--- src/rmdr_pkg.sv ---
// ----------------------------------------------------------------------------
// rmdr_pkg
// Shared types and constants for the recent message dedup ring.
// ----------------------------------------------------------------------------
package rmdr_pkg;

    localparam int SEQ_W   = 16;
    localparam int NODE_W  = 64;
    localparam int STAMP_W = 32;
    localparam int WIN_W   = 16;

    localparam logic [WIN_W-1:0] WINDOW_RESET = 16'd60;

    typedef enum logic [1:0] {
        CMD_CHECK = 2'd0,
        CMD_MARK  = 2'd1,
        CMD_TICK  = 2'd2
    } cmd_t;

    typedef enum logic [2:0] {
        ST_IDLE  = 3'b001,
        ST_SWEEP = 3'b010,
        ST_HOLD  = 3'b100
    } state_t;

endpackage

--- src/rmdr_cell.sv ---
// ----------------------------------------------------------------------------
// rmdr_cell
// One ring entry. Shifts its entry to the next cell on a mark and folds its
// own match against the broadcast query into the hit chain every cycle.
// ----------------------------------------------------------------------------
module rmdr_cell #(
    parameter int ID_BITS = 64
) (
    input  logic                         clk,
    input  logic                         rst_n,
    input  logic                         shift_en,
    input  logic                         valid_in,
    input  logic [rmdr_pkg::SEQ_W-1:0]   seq_in,
    input  logic [ID_BITS-1:0]           node_in,
    input  logic [rmdr_pkg::STAMP_W-1:0] stamp_in,
    output logic                         valid_out,
    output logic [rmdr_pkg::SEQ_W-1:0]   seq_out,
    output logic [ID_BITS-1:0]           node_out,
    output logic [rmdr_pkg::STAMP_W-1:0] stamp_out,
    input  logic [rmdr_pkg::SEQ_W-1:0]   q_seq,
    input  logic [ID_BITS-1:0]           q_node,
    input  logic [rmdr_pkg::STAMP_W-1:0] q_now,
    input  logic [rmdr_pkg::WIN_W-1:0]   q_window,
    input  logic                         hit_in,
    output logic                         hit_out
);

    logic                         valid_reg;
    logic [rmdr_pkg::SEQ_W-1:0]   seq_reg;
    logic [ID_BITS-1:0]           node_reg;
    logic [rmdr_pkg::STAMP_W-1:0] stamp_reg;
    logic                         hit_reg;
    logic                         hit_next;
    logic [rmdr_pkg::STAMP_W-1:0] age;
    logic                         match;

    assign age   = q_now - stamp_reg;
    assign match = valid_reg && (seq_reg == q_seq) && (node_reg == q_node) &&
                   (age < {{(rmdr_pkg::STAMP_W - rmdr_pkg::WIN_W){1'b0}}, q_window});
    assign hit_next = hit_in | match;

    always_ff @(posedge clk or negedge rst_n)
    begin
        if (!rst_n)
        begin
            valid_reg <= 1'b0;
            hit_reg   <= 1'b0;
        end
        else
        begin
            hit_reg <= hit_next;
            if (shift_en)
            begin
                valid_reg <= valid_in;
            end
        end
    end

    always_ff @(posedge clk)
    begin
        if (shift_en)
        begin
            seq_reg   <= seq_in;
            node_reg  <= node_in;
            stamp_reg <= stamp_in;
        end
    end

    assign valid_out = valid_reg;
    assign seq_out   = seq_reg;
    assign node_out  = node_reg;
    assign stamp_out = stamp_reg;
    assign hit_out   = hit_reg;

endmodule

--- config.mk ---
export PLATFORM = sky130hd
export DESIGN_NAME = rmdr_cell
export DESIGN_NICKNAME = d
export VERILOG_FILES = /design/src/rmdr_pkg.sv /design/src/rmdr_cell.sv
export SDC_FILE = /design/constraint.sdc
export NUM_CORES = 1
export LEC_CHECK = 0
export CORE_AREA = 2 2 139 141
export DETAILED_ROUTE_END_ITERATION = 16
export DIE_AREA = 0 0 141 143
export DONT_BUFFER_PORTS = 1
export GPL_ROUTABILITY_DRIVEN = 0
export SLEW_MARGIN = 20
export SYNTH_ARGS = -nofsm -noshare
export SYNTH_HDL_FRONTEND = slang
export SYNTH_SLANG_ARGS = --single-unit
--- constraint.sdc ---
create_clock -name clk -period 4.05 [get_ports clk]
set_input_delay 0.2025 -clock clk [delete_from_list [all_inputs] [get_ports clk]]
set_output_delay 0.2025 -clock clk [all_outputs]
set_load 0.01 [all_outputs]
==> metrics.txt <==
hold slack final 0.0354 ns; startpoint types register; leading area contributor after synthesis edfxtp_1; register share of total power 0.403; main flop type after synthesis edfxtp_1; Fmax achieved 242 MHz; XOR/XNOR Fraction of Synth Area 0.110; CTS tree done; via count 5432; boundary pin count 359; per-cell routed wire length approximately 23 um; power share of the clock group 0.374; post-route minimum period ~4.1 ns; H-tree depth 4; Final setup viols 1; CP max FO 4; max-cap violations 0; clk_lat worst skew ~0.42 ns; CTS max path bufs 2; initial drt markers 316; Inst Count DP 854; Post-Synth Adder-Cell Area 0.0899; root buf cell clkbuf_16; gr ovfl total 0; mapped cell area 6620 sq um; Finished Layout Cells 1002; Logic pwr share 0.222; Synth-to-Final Area Change 38.0%; simple-gate share of the synthesized area 0.0911; Layout fillers about 1600; first-pass GRT wire length 33200 um; DRC viols 0; footprint of the multi-input gates 3040 sq um; Internal Dissipation 0.00261 W; antenna cell count 0; DRT Pass-1 Iters 5; EDFF count, synth 112; Setup CP Type register to register; Area contributors post-synth edfxtp_1 51%, ha_1 8.7%, xor2_1 6.2%; syn_area_per_cell 11.5 sq um; pre-CTS WS -0.257 ns; clock slew at reported path FFs 0.06 ns; Row Count 50; area occupied by registers 3410 sq um; Core ar. 18600 sq um; PortBufs 0; FFs w/ async S/R, synth 0.0175; RSZ-0062 raised after global routing true; PwrDens 416 nW/um^2; Hold Vio Cnt, Final 0; Netlist cell types 66; #FFs+latches synth 114; Power Total between 0.003 and 0.004 W; clock skew 0.0174 ns; clock sink total 114; Die X around 140 um; GRT Overall Usage 0.223; Max Slew Vio Count 0; violated checks setup timing; Crit path arrival time 4.47 ns; Net Sw Frac 0.312; final worst slack -0.0802 ns; vias per cell 5.42; post-CTS setup buffers 0; worst vdd ir 0.000291 V; initial antenna violation count 0; share of cells above drive strength 1 0.156; leak pwr 3.67 nW; Post-DP HPWL 17700 um; Syn Inst Count 574; vias in the first global route 5765; fin nets 1047; slew at the pin closest to its max-slew limit 0.592 ns; reg2reg path depth 18; mux cell area share after synthesis 0.00623; CTS buffer count 17; outcome finished with violations; post-synth top area share 0.508; Net Count, Synth 866; Tcrit/Tclk final 1.02; drt total wl 23100 um; CP required 4.39 ns; post-synthesis sequential area ratio 0.515; Starting Density 0.356; Routed Antenna Nets 0; Die H 143 um; max_slew headroom 0.601; compound-cell area share of the yosys netlist 0.140; combinational family with the most area after synthesis compound AO/OA/AOI/OAI gates; HP Class primary input to async pin; Die ar. 20200 sq um; synth warn 0; largest net degree at the start of global routing 115; sw power 0.00119 W; type of destination of the critical path register
## cell usage after synthesis, types with 3 or more instances
cell type    n
inv_1       75
nor3_1       4
nand3_1      7
o21bai_1     4
nand4_1     16
mux2i_1      3
a22o_1       3
nor4_1      16
o21ai_0     19
a211oi_1     3
xnor2_1     36
o31ai_1      4
o21ai_1      3
o21a_1       3
xor2_1      47
nand2_1     32
nor2_1      14
a221o_1      3
ha_1        46
a21oi_1     36
edfxtp_1   112
o211ai_1     3
nand2b_1     6
a21o_1       9
or3_1        3
a31oi_1      5
o22ai_1     10
## cell usage in the layout (no fill, tap or decap), types with 3 or more instances in the layout
cell type,n
clkbuf_16,17
o22ai_1,10
o21ai_1,4
nor3_1,4
o21a_1,3
nand2b_1,5
clkinv_4,3
inv_1,74
a21oi_2,4
nand4_1,16
nand3_1,7
xnor2_1,36
edfxtp_1,112
nor2_1,12
o211ai_1,3
a31oi_1,4
o31ai_1,3
or3_1,3
mux2i_1,3
dlygate4sd3_1,115
a21oi_1,31
clkinvlp_4,3
a22o_1,3
nor4_1,14
xor2_1,47
ha_4,4
inv_2,3
inv_6,6
ha_1,41
a21o_1,9
buf_4,50
o21ai_0,17
nand2_1,32
a221o_1,3
## layer usage
layer,vias up,GRT usage,wire length (um)
met5,-,0,0
met4,0,0.0758,544
met3,35,0.0641,1750
met2,283,0.422,12400
met1,2622,0.237,8320
li1,2492,-,-
## worst max-delay path: stages (launching register included)
cell and delay, ns:
edfxtp_1 0.40, inv_1 0.08, ha_1 0.24, buf_4 0.16, o211ai_1 0.26, a21oi_4 0.07, a211oi_4 0.32, o21bai_2 0.14
xor2_1 0.17, ha_1 0.30, nand2_1 0.07, nor2_1 0.04, a211oi_1 0.26, o221ai_1 0.16, or4_4 0.44, a2111oi_4 0.29
o311ai_1 0.15, a2111oi_1 0.28, a41o_1 0.22
## registers in the layout (all words and copies together) (netlist names)
signal     count
hit_out        1
valid_out      1
stamp_out     32
node_out      64
seq_out       16
## repair_timing
| action | CTS | global route |
|---|---|---|
| hold endpoints to repair | 228 | 0 |
| hold buffers | 116 | 0 |
| resized for setup | 15 | 9 |
| setup endpoints to repair | 1 | 1 |
| pin swaps | 6 | 1 |
## cell type report
class,count,share of cell area
multi-input cells,379,0.333
repair buffers,166,0.170
well taps,234,0.0320
flip-flops and latches,114,0.373
inverters,77,0.0316
clock inverters,15,0.0134
clock buffers,17,0.0465
## power by group through the flow
| stage | Clock (W) | Sequential, W | Combinational [W] |
|---|---|---|---|
| 3_3_place_gp | 0 | 0.00155 | 0.000674 |
| 3_5_place_dp | 0 | 0.00156 | 0.000684 |
| 5_1_grt | 0.00150 | 0.00154 | 0.000925 |
| 2_1_floorplan | 0 | 0.00153 | 0.000468 |
| 4_1_cts | 0.00145 | 0.00153 | 0.000823 |
| 6_report | 0.00142 | 0.00153 | 0.000845 |
## cells by family (layout without fill, tap and decap cells)
family,Yosys count,after routing
AOI/OAI and AO/OA,132,132
DFF,114,114
and+or+nand+nor,113,113
xor gates and xnor gates,83,83
buffers and inverters,81,275
adders and majority gates,47,47
muxes,4,4
## through the flow
stage / util / cell area [sq um] / setup TNS [ns]
after floorplan: - / 6650 / 0
after global placement: 0.393 / 7290 / -0.0913
after detailed placement: 0.393 / 7290 / -0.257
after CTS: 0.490 / 9100 / -0.107
after global routing: 0.492 / 9140 / -0.295
final: 0.492 / 9140 / -0.0802
## path summary, 6_finish.rpt
kind | from | to | slack [ns]
max in group asynchronous | rst_n | hit_out$_DFF_PN0_ | 3.85
min reg2reg | valid_out$_DFFE_PN0P_ | valid_out$_DFFE_PN0P_ | 0.70
max | stamp_out[3]$_DFFE_PP_ | hit_out$_DFF_PN0_ | -0.08
min | rst_n | valid_out$_DFFE_PN0P_ | 0.04
min in group clk | shift_en | stamp_out[15]$_DFFE_PP_ | 0.30
max reg2reg | stamp_out[3]$_DFFE_PP_ | hit_out$_DFF_PN0_ | -0.08
Note: power is estimated with default switching activity, not from simulation.
